==> config.mk <==
export PLATFORM = sky130hd
export DESIGN_NAME = bitmap_slot_allocator_core
export DESIGN_NICKNAME = d
export VERILOG_FILES = /design/src/sv/sba_pkg.sv /design/src/sv/sba_ram.sv /design/src/sv/sba_queue.sv /design/src/sv/sba_front.sv /design/src/sv/sba_back.sv /design/src/sv/bitmap_slot_allocator_core.sv
export SDC_FILE = /design/constraint.sdc
export NUM_CORES = 1
export LEC_CHECK = 0
export ABC_AREA = 1
export ABC_CLOCK_PERIOD_IN_PS = 12200
export BUFFER_PORTS_ARGS = -buffer_cell sky130_fd_sc_hd__buf_2
export CORE_ASPECT_RATIO = 0.7
export CORE_MARGIN = 1.5
export CORE_UTILIZATION = 25
export DETAILED_ROUTE_END_ITERATION = 10
export PLACE_DENSITY = 0.43
export SLEW_MARGIN = 30
export SYNTH_ARGS = -nofsm -noshare
export SYNTH_HDL_FRONTEND = slang
export SYNTH_SLANG_ARGS = --single-unit
==> constraint.sdc <==
create_clock -name clk_i -period 12.2 [get_ports clk_i]
set_clock_uncertainty 0.15 [all_clocks]
set_input_delay 1.22 -clock clk_i [delete_from_list [all_inputs] [get_ports clk_i]]
set_output_delay 1.22 -clock clk_i [all_outputs]
set_load 0.05 [all_outputs]
==> src/sv/sba_pkg.sv <==
// Package for the bitmap slot allocator: shared constants, codes and payload types.
// Used by every module of the block but sba_ram; depends on nothing else.
package sba_pkg;

  // Default sizes of the slot pool.
  localparam int unsigned WORD_BITS_DEF = 64;
  localparam int unsigned MAX_WORDS_DEF = 4;
  localparam int unsigned ID_SHIFT_DEF  = 8;

  // Fixed field widths.
  localparam int unsigned HANDLE_W   = 16;
  localparam int unsigned BASE_W     = 8;
  localparam int unsigned POOL_W     = 3;
  localparam int unsigned CFG_DATA_W = 8;
  localparam int unsigned CFG_IDX_W  = 1;

  // Reset value of the pool size register.
  localparam logic [POOL_W-1:0] POOL_WORDS_RST = POOL_W'(4);

  // Result status codes.
  typedef enum logic [1:0] {
    ST_OK   = 2'd0,
    ST_FULL = 2'd1,
    ST_BAD  = 2'd2
  } status_e;

  // Request kinds.
  typedef enum logic {
    REQ_ALLOC = 1'b0,
    REQ_FREE  = 1'b1
  } req_type_e;

  // Configuration register indexes.
  typedef enum logic [CFG_IDX_W-1:0] {
    CFG_NODE_BASE  = 1'b0,
    CFG_POOL_WORDS = 1'b1
  } cfg_idx_e;

  // Operations handed from the front to the back.
  typedef enum logic [1:0] {
    OP_ALLOC  = 2'd0,
    OP_FREE   = 2'd1,
    OP_BAD    = 2'd2,
    OP_NOSLOT = 2'd3
  } op_e;

  // Input request payload.
  typedef struct packed {
    req_type_e           req_type;
    logic [HANDLE_W-1:0] handle;
  } req_t;

  // Result payload.
  typedef struct packed {
    logic [HANDLE_W-1:0] granted_handle;
    status_e             status;
  } res_t;

  // One entry of the queue between front and back.
  typedef struct packed {
    op_e                 op;
    logic [HANDLE_W-1:0] id;
  } entry_t;

  // Queue fill status.
  typedef struct packed {
    logic full;
    logic empty;
  } queue_status_t;

endpackage

==> src/sv/sba_ram.sv <==
// Generic single-write, single-read RAM with a registered read port.
// Standalone; no package dependency.
module sba_ram #(
  parameter int unsigned WIDTH = 64,
  parameter int unsigned DEPTH = 4,
  localparam int unsigned AW   = (DEPTH > 1) ? $clog2(DEPTH) : 1
) (
  input  logic             clk_i,
  input  logic             we_i,
  input  logic [AW-1:0]    waddr_i,
  input  logic [WIDTH-1:0] wdata_i,
  input  logic [AW-1:0]    raddr_i,
  output logic [WIDTH-1:0] rdata_o
);

  logic [WIDTH-1:0] mem_q [DEPTH];
  logic [WIDTH-1:0] rdata_q;

  // Write port and registered read port.
  always_ff @(posedge clk_i) begin
    if (we_i) begin
      mem_q[waddr_i] <= wdata_i;
    end
    rdata_q <= mem_q[raddr_i];
  end

  assign rdata_o = rdata_q;

endmodule

==> src/sv/sba_queue.sv <==
// Two-entry queue that decouples the request front from the execution back.
// Depends on sba_pkg for the entry and status types.
module sba_queue (
  input  logic                  clk_i,
  input  logic                  rst_ni,
  input  logic                  push_i,
  input  sba_pkg::entry_t       entry_i,
  input  logic                  pop_i,
  output sba_pkg::entry_t       entry_o,
  output sba_pkg::queue_status_t status_o
);

  sba_pkg::entry_t entries_q [2];
  logic            wr_ptr_q, wr_ptr_d;
  logic            rd_ptr_q, rd_ptr_d;
  logic [1:0]      count_q, count_d;

  // Pointer and fill count updates.
  always_comb begin
    wr_ptr_d = push_i ? ~wr_ptr_q : wr_ptr_q;
    rd_ptr_d = pop_i ? ~rd_ptr_q : rd_ptr_q;
    count_d  = count_q;
    if (push_i && !pop_i) begin
      count_d = count_q + 2'd1;
    end else if (pop_i && !push_i) begin
      count_d = count_q - 2'd1;
    end
  end

  // Control state.
  always_ff @(posedge clk_i or negedge rst_ni) begin
    if (!rst_ni) begin
      wr_ptr_q <= 1'b0;
      rd_ptr_q <= 1'b0;
      count_q  <= 2'd0;
    end else begin
      wr_ptr_q <= wr_ptr_d;
      rd_ptr_q <= rd_ptr_d;
      count_q  <= count_d;
    end
  end

  // Entry storage needs no reset.
  always_ff @(posedge clk_i) begin
    if (push_i) begin
      entries_q[wr_ptr_q] <= entry_i;
    end
  end

  assign entry_o        = entries_q[rd_ptr_q];
  assign status_o.full  = (count_q == 2'd2);
  assign status_o.empty = (count_q == 2'd0);

endmodule

==> src/sv/sba_front.sv <==
// Request front: accepts requests and classifies them into queue operations.
// Depends on sba_pkg for the request, entry and status types.
module sba_front #(
  parameter int unsigned WORD_BITS = sba_pkg::WORD_BITS_DEF,
  parameter int unsigned MAX_WORDS = sba_pkg::MAX_WORDS_DEF,
  parameter int unsigned ID_SHIFT  = sba_pkg::ID_SHIFT_DEF,
  localparam int unsigned CW       = $clog2(MAX_WORDS + 1)
) (
  input  logic                   start,
  input  sba_pkg::req_t          req_i,
  input  sba_pkg::queue_status_t qstat_i,
  input  logic [CW-1:0]          active_words_i,
  output logic                   busy,
  output logic                   push_o,
  output sba_pkg::entry_t        entry_o
);

  logic [sba_pkg::HANDLE_W-1:0] slot_id;
  logic                         out_of_pool;

  // The request is taken whenever the queue has room.
  assign busy   = qstat_i.full;
  assign push_o = start && !qstat_i.full;

  // Recover the slot id and check it against the slot count in use.
  assign slot_id     = sba_pkg::HANDLE_W'(req_i.handle >> ID_SHIFT);
  assign out_of_pool = (32'(slot_id) >= 32'(active_words_i) * WORD_BITS);

  // Classify: an empty pool or a bad handle is settled without touching the map.
  always_comb begin
    entry_o.id = slot_id;
    unique case (req_i.req_type)
      sba_pkg::REQ_ALLOC: begin
        entry_o.op = (active_words_i == '0) ? sba_pkg::OP_NOSLOT : sba_pkg::OP_ALLOC;
      end
      sba_pkg::REQ_FREE: begin
        entry_o.op = out_of_pool ? sba_pkg::OP_BAD : sba_pkg::OP_FREE;
      end
      default: begin
        entry_o.op = sba_pkg::OP_BAD;
      end
    endcase
  end

endmodule

==> src/sv/sba_back.sv <==
// Execution back: scans and updates the used-slot bitmap, one word per cycle.
// Depends on sba_pkg and on sba_ram for the bitmap store.
module sba_back #(
  parameter int unsigned WORD_BITS = sba_pkg::WORD_BITS_DEF,
  parameter int unsigned MAX_WORDS = sba_pkg::MAX_WORDS_DEF,
  parameter int unsigned ID_SHIFT  = sba_pkg::ID_SHIFT_DEF,
  localparam int unsigned CW       = $clog2(MAX_WORDS + 1)
) (
  input  logic                      clk_i,
  input  logic                      rst_ni,
  input  sba_pkg::entry_t           entry_i,
  input  sba_pkg::queue_status_t    qstat_i,
  input  logic [CW-1:0]             active_words_i,
  input  logic [sba_pkg::BASE_W-1:0] node_base_i,
  output logic                      pop_o,
  output logic                      done_o,
  output sba_pkg::res_t             result_o
);

  localparam int unsigned AW  = (MAX_WORDS > 1) ? $clog2(MAX_WORDS) : 1;
  localparam int unsigned BW  = $clog2(WORD_BITS);
  localparam int unsigned IDW = $clog2(MAX_WORDS * WORD_BITS);
  localparam int unsigned HW  = IDW + ID_SHIFT + sba_pkg::HANDLE_W;

  typedef enum logic [1:0] {
    B_IDLE,
    B_SCAN,
    B_SEEK
  } state_e;

  state_e                 state_q, state_d;
  logic [AW-1:0]          w_q, w_d;
  logic [IDW-1:0]         rem_q, rem_d;
  logic                   done_q, done_d;
  sba_pkg::res_t          res_q, res_d;

  logic [MAX_WORDS-1:0]   valid_q;
  logic                   rvalid_q;

  logic [AW-1:0]          rd_addr;
  logic                   we;
  logic [WORD_BITS-1:0]   wdata;
  logic [WORD_BITS-1:0]   rdata;
  logic [WORD_BITS-1:0]   word;
  logic [WORD_BITS-1:0]   lowest_zero;
  logic                   all_used;
  logic [BW-1:0]          bit_idx;
  logic                   last_word;
  logic [IDW-1:0]         slot_id;
  logic [HW-1:0]          shifted_id;
  logic [sba_pkg::HANDLE_W-1:0] alloc_handle;
  logic                   seek_hit;
  logic [WORD_BITS-1:0]   clr_mask;
  logic [AW-1:0]          w_next;

  // Bitmap store.
  sba_ram #(
    .WIDTH (WORD_BITS),
    .DEPTH (MAX_WORDS)
  ) u_map (
    .clk_i   (clk_i),
    .we_i    (we),
    .waddr_i (w_q),
    .wdata_i (wdata),
    .raddr_i (rd_addr),
    .rdata_o (rdata)
  );

  // A word never written since reset reads as all free.
  assign word = rvalid_q ? rdata : '0;

  // Lowest clear bit as a one-hot mask, then its index.
  assign lowest_zero = ~word & (word + WORD_BITS'(1));
  assign all_used    = &word;

  always_comb begin
    bit_idx = '0;
    for (int i = 0; i < int'(WORD_BITS); i++) begin
      if (lowest_zero[i]) begin
        bit_idx = bit_idx | BW'(i);
      end
    end
  end

  // Handle of the slot found in the current word.
  assign last_word    = ((32'(w_q) + 32'd1) == 32'(active_words_i));
  assign w_next       = AW'(32'(w_q) + 32'd1);
  assign slot_id      = IDW'(32'(w_q) * WORD_BITS + 32'(bit_idx));
  assign shifted_id   = HW'(slot_id) << ID_SHIFT;
  assign alloc_handle = shifted_id[sba_pkg::HANDLE_W-1:0]
                        | sba_pkg::HANDLE_W'(node_base_i);

  // On a free the remaining offset falls into the current word once below the word size.
  assign seek_hit = (32'(rem_q) < WORD_BITS);
  assign clr_mask = ~(WORD_BITS'(1) << rem_q[BW-1:0]);

  // Sequencer for one operation at a time.
  always_comb begin
    state_d = state_q;
    w_d     = w_q;
    rem_d   = rem_q;
    done_d  = 1'b0;
    res_d   = res_q;
    pop_o   = 1'b0;
    rd_addr = w_q;
    we      = 1'b0;
    wdata   = word;
    unique case (state_q)
      B_IDLE: begin
        rd_addr = '0;
        if (!qstat_i.empty) begin
          pop_o = 1'b1;
          w_d   = '0;
          rem_d = IDW'(entry_i.id);
          unique case (entry_i.op)
            sba_pkg::OP_ALLOC: begin
              state_d = B_SCAN;
            end
            sba_pkg::OP_FREE: begin
              state_d = B_SEEK;
            end
            sba_pkg::OP_BAD: begin
              done_d               = 1'b1;
              res_d.granted_handle = '0;
              res_d.status         = sba_pkg::ST_BAD;
            end
            sba_pkg::OP_NOSLOT: begin
              done_d               = 1'b1;
              res_d.granted_handle = '0;
              res_d.status         = sba_pkg::ST_FULL;
            end
            default: begin
              state_d = B_IDLE;
            end
          endcase
        end
      end
      B_SCAN: begin
        if (!all_used) begin
          we                   = 1'b1;
          wdata                = word | lowest_zero;
          done_d               = 1'b1;
          res_d.granted_handle = alloc_handle;
          res_d.status         = sba_pkg::ST_OK;
          state_d              = B_IDLE;
        end else if (last_word) begin
          done_d               = 1'b1;
          res_d.granted_handle = '0;
          res_d.status         = sba_pkg::ST_FULL;
          state_d              = B_IDLE;
        end else begin
          w_d     = w_next;
          rd_addr = w_next;
        end
      end
      B_SEEK: begin
        if (seek_hit) begin
          we                   = 1'b1;
          wdata                = word & clr_mask;
          done_d               = 1'b1;
          res_d.granted_handle = '0;
          res_d.status         = sba_pkg::ST_OK;
          state_d              = B_IDLE;
        end else begin
          w_d     = w_next;
          rd_addr = w_next;
          rem_d   = IDW'(32'(rem_q) - WORD_BITS);
        end
      end
      default: begin
        state_d = B_IDLE;
      end
    endcase
  end

  // State and registered result.
  always_ff @(posedge clk_i or negedge rst_ni) begin
    if (!rst_ni) begin
      state_q <= B_IDLE;
      w_q     <= '0;
      rem_q   <= '0;
      done_q  <= 1'b0;
      res_q   <= '0;
    end else begin
      state_q <= state_d;
      w_q     <= w_d;
      rem_q   <= rem_d;
      done_q  <= done_d;
      res_q   <= res_d;
    end
  end

  // Per-word written flags: reset frees the whole map at once.
  always_ff @(posedge clk_i or negedge rst_ni) begin
    if (!rst_ni) begin
      valid_q  <= '0;
      rvalid_q <= 1'b0;
    end else begin
      if (we) begin
        valid_q[w_q] <= 1'b1;
      end
      rvalid_q <= valid_q[rd_addr];
    end
  end

  assign done_o   = done_q;
  assign result_o = res_q;

endmodule

==> src/sv/bitmap_slot_allocator_core.sv <==
// Bitmap slot allocator: first-fit allocate and free over a used-slot bitmap.
// Requests pass a two-entry queue to the back end, which settles a bad handle or an
// empty pool without reading the bitmap, scans the bitmap from word 0 on an allocate,
// steps to the word of the slot on a free, and registers the result. The back end takes
// one request at a time, while the queue takes new ones until it is full; the bitmap is
// read one word per cycle. Results cannot be stalled.
// Reset is asynchronous: it frees every slot at once and sets base 0, pool 4 words.
module bitmap_slot_allocator_core #(
  parameter int unsigned WORD_BITS = sba_pkg::WORD_BITS_DEF,
  parameter int unsigned MAX_WORDS = sba_pkg::MAX_WORDS_DEF,
  parameter int unsigned ID_SHIFT  = sba_pkg::ID_SHIFT_DEF
) (
  input  logic                          clk_i,
  input  logic                          rst_ni,
  input  logic                          start,
  input  sba_pkg::req_t                 req_i,
  output logic                          busy,
  output logic                          done_o,
  output sba_pkg::res_t                 result_o,
  input  logic                          cfg_we_i,
  input  logic [sba_pkg::CFG_IDX_W-1:0] cfg_idx_i,
  input  logic [sba_pkg::CFG_DATA_W-1:0] cfg_data_i
);

  localparam int unsigned CW = $clog2(MAX_WORDS + 1);

  logic [sba_pkg::BASE_W-1:0] node_base_q;
  logic [sba_pkg::POOL_W-1:0] pool_words_q;
  logic [CW-1:0]              active_words;

  logic                   push;
  logic                   pop;
  sba_pkg::entry_t        push_entry;
  sba_pkg::entry_t        head_entry;
  sba_pkg::queue_status_t qstat;

  // Configuration registers.
  always_ff @(posedge clk_i or negedge rst_ni) begin
    if (!rst_ni) begin
      node_base_q  <= '0;
      pool_words_q <= sba_pkg::POOL_WORDS_RST;
    end else if (cfg_we_i) begin
      unique case (sba_pkg::cfg_idx_e'(cfg_idx_i))
        sba_pkg::CFG_NODE_BASE: begin
          node_base_q <= cfg_data_i[sba_pkg::BASE_W-1:0];
        end
        sba_pkg::CFG_POOL_WORDS: begin
          pool_words_q <= cfg_data_i[sba_pkg::POOL_W-1:0];
        end
        default: begin
          node_base_q <= node_base_q;
        end
      endcase
    end
  end

  // Pool size saturates at the number of words provided.
  assign active_words = (32'(pool_words_q) > MAX_WORDS) ? CW'(MAX_WORDS)
                                                        : CW'(pool_words_q);

  sba_front #(
    .WORD_BITS (WORD_BITS),
    .MAX_WORDS (MAX_WORDS),
    .ID_SHIFT  (ID_SHIFT)
  ) u_front (
    .start          (start),
    .req_i          (req_i),
    .qstat_i        (qstat),
    .active_words_i (active_words),
    .busy           (busy),
    .push_o         (push),
    .entry_o        (push_entry)
  );

  sba_queue u_queue (
    .clk_i    (clk_i),
    .rst_ni   (rst_ni),
    .push_i   (push),
    .entry_i  (push_entry),
    .pop_i    (pop),
    .entry_o  (head_entry),
    .status_o (qstat)
  );

  sba_back #(
    .WORD_BITS (WORD_BITS),
    .MAX_WORDS (MAX_WORDS),
    .ID_SHIFT  (ID_SHIFT)
  ) u_back (
    .clk_i          (clk_i),
    .rst_ni         (rst_ni),
    .entry_i        (head_entry),
    .qstat_i        (qstat),
    .active_words_i (active_words),
    .node_base_i    (node_base_q),
    .pop_o          (pop),
    .done_o         (done_o),
    .result_o       (result_o)
  );

endmodule

==> metrics.md, run 1 <==
| Metric | Value |
|---|---|
| Max transition margin | `34.23%` |
| Clock buffer depth | `3` |
| Ports | `50` |
| Syn_area_per_cell | `around 8.5 um^2` |
| Maximum fanout along the worst path | `68` |
| P_leak | `9.372 nW` |
| GRT Total Usage | `18.07%` |
| Worst min-delay path class | `reg2reg` |
| Hpwl dp | `52.70 mm` |
| Largest family of logic cells by synthesized area | `simple AND/OR/NAND/NOR gates` |
| Most frequent cells in the layout | `676 x nand2_1, 276 x edfxtp_1, 259 x nand3_1, 226 x nor2_1, 222 x inv_1` |
| Layout cells sized above 1 | `8.227%` |
| Adder-Cell Fraction of Synth Area | `0.8270%` |
| # DRC | `0` |
| Final worst path period need | `6579 ps` |
| Synth Instances | `2314` |
| Synth Cell Area | `19670 um^2` |
| WS Path Type | `reg2reg` |
| Count of hold-fix buffers inserted at cts | `0` |
| Synth Area in Compound Gates | `around 6.2%` |
| Post-synthesis mux area share | `0.3435%` |
| Unique cell type count in the Yosys netlist | `47` |
| DIE AREA | `80390 um^2` |
| Synth warn | `0` |
| Post-CTS Setup Inserts | `0` |
| CTS tree | `yes` |
| RD Place Congestion | `approximately 0.98` |
| Port Buffers | `41` |
| Overflow after GRT | `0` |
| Worst Path Arrival | `6890 ps` |
| Critical Path Source Type | `flip-flop` |
| Largest net degree at the start of global routing | `between 60 and 70` |
| Async SR Flop Fraction | `13.04%` |
| CTS resizes | `0` |
| Iteration count of the initial detailed-routing pass | `7` |
| Antenna Nets Post-Route | `0` |
| Post-Synth Simple-Gate Area | `between 20% and 30%` |
| Ys flop type | `edfxtp_1` |
| Area delta synth->final | `13.73%` |
| Clk slew on worst S/H paths | `60 ps` |
| Clock sinks | `391` |
| XOR/XNOR share of the synthesized area | `less than 1%` |
| Detailed Route WL | `between 70 and 80 mm` |
| Max frequency | `152.0 MHz` |
| Nets | `2367` |
| Via count | `16390` |
| EDFF count, synth | `between 200 and 300` |
| Setup TNS | `0 ps` |
| Final hold vios | `0` |
| Vias in the first global route | `around 16000` |
| Number of vias per cell | `4.816` |
| Cell accounting for the most synthesized area | `edfxtp_1` |
| CP endpoint kind | `flip-flop` |
| Die span in x | `338.2 um` |
| Leading cell type in the layout, fill and taps excluded | `nand2_1` |
| Pre-CTS setup slack | `between 5000 and 6000 ps` |
| Num CTS Buffers | `42` |
| Synth Register Bits | `391` |
| Max incr delay on CP | `770 ps` |
| Root buf cell | `clkbuf_16` |
| Global-route wire length before repair | `107.1 mm` |
| H-Tree Depth | `2` |
| Total of max-cap violations | `0` |
| Slowest cell on the critical path | `dfrtp_2` |
| WHS | `a little over 300 ps` |
| Fin. max-slew vios | `0` |
| Final setup fails | `0` |
| Starting Density | `25.40%` |
| Final Util | `between 20 and 30%` |
| Dominant cells by area after synthesis | `edfxtp_1 42%, nand2_1 13%, nand3_1 6.6%, dfxtp_1 6.5%, dfrtp_1 6.4%` |
| Power density cells | `roughly 250 nW/um^2` |
| 1st-iter DRT viols | `~1700` |
| # rows | `between 80 and 90` |
| Core area | `77420 um^2` |
| Final Cycle Share | `53.93%` |
| Status | `completed` |
| DIE HEIGHT | `237.7 um` |
| Per-cell routed wire length | `21.50 um` |
| RSZ-0062 raised after global routing | `false` |
| Seq/Total Area, Yosys | `55.15%` |
| Yosys top cell area share | `42.14%` |
| Initial antenna violation count | `1` |
| CP required | `12510 ps` |
| Syn nets | `2357` |
| R2R setup slack | `5620 ps` |
| Filler cells | `8373` |
| Worst-Margin Slew | `986.6 ps` |
| Crit path cell chain | `buf_4 > nand2_1 > inv_1 > nand2_1 > nor2_1 > nand2_1 > nor2_2 > nand2_1 > clkinv_1 > nand3_1 > clkinv_1 > nand2_1 > nand3_1 > nand3_4 > nand2_4 > buf_4 > nand2_1 > nand3_1 > nand2_1` |
| Clock insertion delay at the later pin of the skew report | `600 ps` |
| Most used cell, CP | `nand2_1` |
| VDD IR max | `0.1470 mV` |
| Setup ws final | `5621 ps` |
power breakdown:
group	total [mW]	leakage (nW)	switching, mW	internal, mW
clock	1.28	0.671	0.545	0.740
sequential	2.14	3.72	0.231	1.91
combinational	2.25	4.98	1.74	0.510
total	5.67	9.37	2.51	3.16
cell families (layout without fill, tap and decap cells):
| group | count (synthesis) | in the layout |
|---|---|---|
| simple gates | 1341 | 1341 |
| xor+xnor | 5 | 5 |
| buf+inv | 337 | 381 |
| flops | 391 | 391 |
| mux | 6 | 6 |
| compound gates | 221 | 221 |
| fa+ha+maj | 13 | 13 |
| other cells | 0 | 2 |
flip-flops by register name, summed over array words and instances (netlist names):
register and cells:
u_back.u_map.mem_q 256, u_back.u_map.rdata_o 64, u_queue.entries_q 20, u_back.result_o 18
node_base_q 8, u_back.rem_q 8, u_back.valid_q 4, pool_words_q 3
u_back.state_q 2, u_back.w_q 2, u_queue.count_q 2, u_back.done_o 1
u_back.rvalid_q 1, u_queue.rd_ptr_q 1, u_queue.wr_ptr_q 1
critical path: cells and delay by family, from the launching register on:
kind / cells / cell delay, ps
buffers and inverters: 5 / 1840
and+or+nand+nor: 14 / 3290
DFF: 1 / 770
metrics by stage:
step	cell area [um^2]	instances	power [mW]
final	22370	3404	5.669
after floorplan	19670	2314	3.517
after global routing	22360	3402	6.043
after CTS	22350	3402	5.703
after global placement	20870	3320	4.368
after detailed placement	20970	3324	4.388
final timing paths:
path                                   startpoint                  endpoint  depth (start not counted)
worst max-delay path              u_back.rvalid_q  u_back.u_map.rdata_o[33]                         19
worst min-delay path            u_back.valid_q[1]         u_back.valid_q[1]                          2
worst max register to register    u_back.rvalid_q  u_back.u_map.rdata_o[33]                         19
worst min register to register  u_back.valid_q[1]         u_back.valid_q[1]                          2
max in group asynchronous                  rst_ni           u_back.rvalid_q                          2
min in group asynchronous                  rst_ni            node_base_q[1]                          2
layout make-up:
cell class	instances	area, um^2	area share [%]
sequential	391	10850	48.50
clock buffer	61	1214	5.426
inverter	234	878.3	3.927
tap	1044	1306	5.840
timing repair buffer	69	483.0	2.159
antenna	2	5.005	0.02238
multi-input combinational	1586	7467	33.38
clock inverter	17	166.4	0.7440
synth_stat cells, types with 5 or more instances:
| cell | instances |
|---|---|
| nor3_1 | 23 |
| inv_1 | 222 |
| mux2_2 | 6 |
| edfxtp_1 | 276 |
| nand2_1 | 677 |
| o21ai_0 | 108 |
| nand3b_1 | 66 |
| inv_2 | 8 |
| clkbuf_1 | 53 |
| nand4_1 | 43 |
| a21oi_1 | 66 |
| o211ai_1 | 8 |
| nor2_2 | 12 |
| a22o_1 | 9 |
| nor2_4 | 5 |
| ha_1 | 13 |
| nand3_1 | 259 |
| o22ai_1 | 11 |
| buf_2 | 22 |
| nand2_2 | 5 |
| dfxtp_1 | 64 |
| buf_6 | 10 |
| dfrtp_1 | 50 |
| buf_4 | 14 |
| nor2_1 | 232 |
metal layers:
layer,GRT usage (%),part of all wire (%),vias up,wire length [um]
met5,0,0,-,0
met4,3.699,1.6,0,1163
met3,3.727,7.3,70,5368
met2,24.35,39,529,28320
met1,28.85,52,8072,38330
li1,-,-,7722,-
Power figures use the tool's default switching activity.
==> inputs of run 2 (changes only) <==
ABC_CLOCK_PERIOD_IN_PS = 5800   (was 12200)
PLACE_DENSITY = 0.44   (was 0.43)
clock period = 5.8 ns   (was 12.2 ns; I/O delays follow)
==> metrics.md, run 2 (same netlist as run 1, synthesis figures left out) <==
| Metric | Value |
|---|---|
| Hold Path Depth | `1` |
| 1st-iter DRT viols | `1596` |
| RD Place Congestion | `approximately 0.97` |
| Status | `completed` |
| Vias in the first global route | `15240` |
| Clock insertion delay at the later pin of the skew report | `~580 ps` |
| Area delta synth->final | `13.35%` |
| Clock buffer depth | `3` |
| Final Cycle Share | `73.79%` |
| Final std cells w/o fill | `3402` |
| Maximum fanout along the worst path | `41` |
| Max transition margin | `29.08%` |
| Number of flip-flops in the largest register | `between 200 and 300` |
| Detailed Route WL | `72.20 mm` |
| Setup TNS | `0 ps` |
| FF-to-FF Start | `u_back.rvalid_q` |
| GRT Total Usage | `17.84%` |
| Port Buffers | `41` |
| Critical Path Source Type | `flip-flop` |
| Hold_sp | `req_i[12]` |
| Largest Register | `u_back.u_map.mem_q` |
| Final hold vios | `0` |
| Overflow after GRT | `0` |
| P_leak | `9.350 nW` |
| Clock sinks | `391` |
| Global-route wire length before repair | `105.8 mm` |
| CTS tree | `yes` |
| Power density cells | `532.1 nW/um^2` |
| Iteration count of the initial detailed-routing pass | `5` |
| Largest net degree at the start of global routing | `131` |
| # DRC | `0` |
| Layout cells sized above 1 | `7.973%` |
| Initial antenna violation count | `2` |
| Final setup fails | `0` |
| Clk slew on worst S/H paths | `60 ps` |
| Final worst path period need | `4280 ps` |
| DIE HEIGHT | `roughly 240 um` |
| Ports | `50` |
| H-Tree Depth | `2` |
| Root buf cell | `clkbuf_16` |
| Antenna Nets Post-Route | `0` |
| Worst R2R Path Depth | `10` |
| Worst Path Arrival | `4280 ps` |
| Starting Density | `25.40%` |
| Most frequent cells in the layout | `676 x nand2_1, 276 x edfxtp_1, 259 x nand3_1, 226 x nor2_1, 222 x inv_1` |
| # diodes | `0` |
| Hpwl dp | `51.75 mm` |
| Post-CTS Setup Inserts | `0` |
| Per-cell routed wire length | `21.22 um` |
| CP startpoint | `u_back.rvalid_q` |
| RSZ-0062 raised after global routing | `false` |
| WS Path Type | `reg2reg` |
| Via count | `about 16000` |
| Final Util | `28.79%` |
| Num CTS Buffers | `40` |
| Total of max-cap violations | `0` |
| Core area | `77420 um^2` |
| Fin. max-slew vios | `0` |
| Power, Total | `between 10 and 15 mW` |
| VDD IR max | `between 0.4 and 0.5 mV` |
| CP required | `slightly below 6000 ps` |
| # rows | `85` |
| # placed instances | `3327` |
| Max frequency | `233.6 MHz` |
| Worst-Margin Slew | `about 1100 ps` |
| Nets | `about 2400` |
| DIE AREA | `80390 um^2` |
| Number of vias per cell | `4.758` |
| Worst min-delay path class | `in2reg` |
| Leading cell type in the layout, fill and taps excluded | `nand2_1` |
| CP endpoint kind | `flip-flop` |
| Die span in x | `338.2 um` |
-- run 2: stage by stage --
step | instance area (um^2) | hold WS, ps | worst slack (ps)
2_1_floorplan | 19670 | 134.4 | 917.1
3_3_place_gp | 21000 | 290.0 | 1768
3_5_place_dp | 21000 | 308.7 | 1714
4_1_cts | 22290 | 49.12 | 1678
5_1_grt | 22290 | 66.56 | 1338
6_report | 22290 | 80.30 | 1520
-- run 2: critical path, stage by stage (launching register included) --
cell and delay, ps:
dfrtp_2 680, nand3_2 230, nor2_1 470, nand2_1 230, nor2_2 320, nand2_1 150
nor2_2 300, nand2_2 160, nand2_1 110, buf_4 500, o21ai_0 510
-- run 2: power breakdown --
group	total [mW]	leakage, nW	switching, mW	internal (mW)
sequential	4.50	3.72	0.492	4.01
clock	2.56	0.630	1.10	1.46
combinational	4.80	5.00	3.67	1.13
total	11.9	9.35	5.26	6.60
-- run 2: metal layers --
layer	vias to the layer above	part of all wire [%]	global-route usage (%)
met2	480	38	23.57
met3	67	7.6	3.879
met5	-	0	0
met4	0	1.3	3.303
li1	7731	-	-
met1	7909	53	28.86
-- run 2: cell type report --
cell class              instances  area, um^2
clock buffers                  59        1135
flip-flops and latches        391       10850
inverters                     234       878.3
clock inverters                15       146.4
repair buffers                 73       523.0
multi-input cells            1586        7456
well taps                    1044        1306
fillers                      8421       55130
-- run 2: worst paths after layout --
path | to | slack (ps)
worst min register to register | u_back.valid_q[2] | 310
max in group asynchronous | u_back.rvalid_q | 4480
worst min-delay path | u_queue.entries_q[0][4] | 80
min in group asynchronous | u_back.result_o[3] | 550
worst max register to register | u_back.u_map.mem_q[0][39] | 1520
worst max-delay path | u_back.u_map.mem_q[0][39] | 1520
-- run 2: repair_timing --
action,in CTS,in global routing
gates resized for setup,0,0
hold buffers,1,0
hold endpoints to repair,27,0
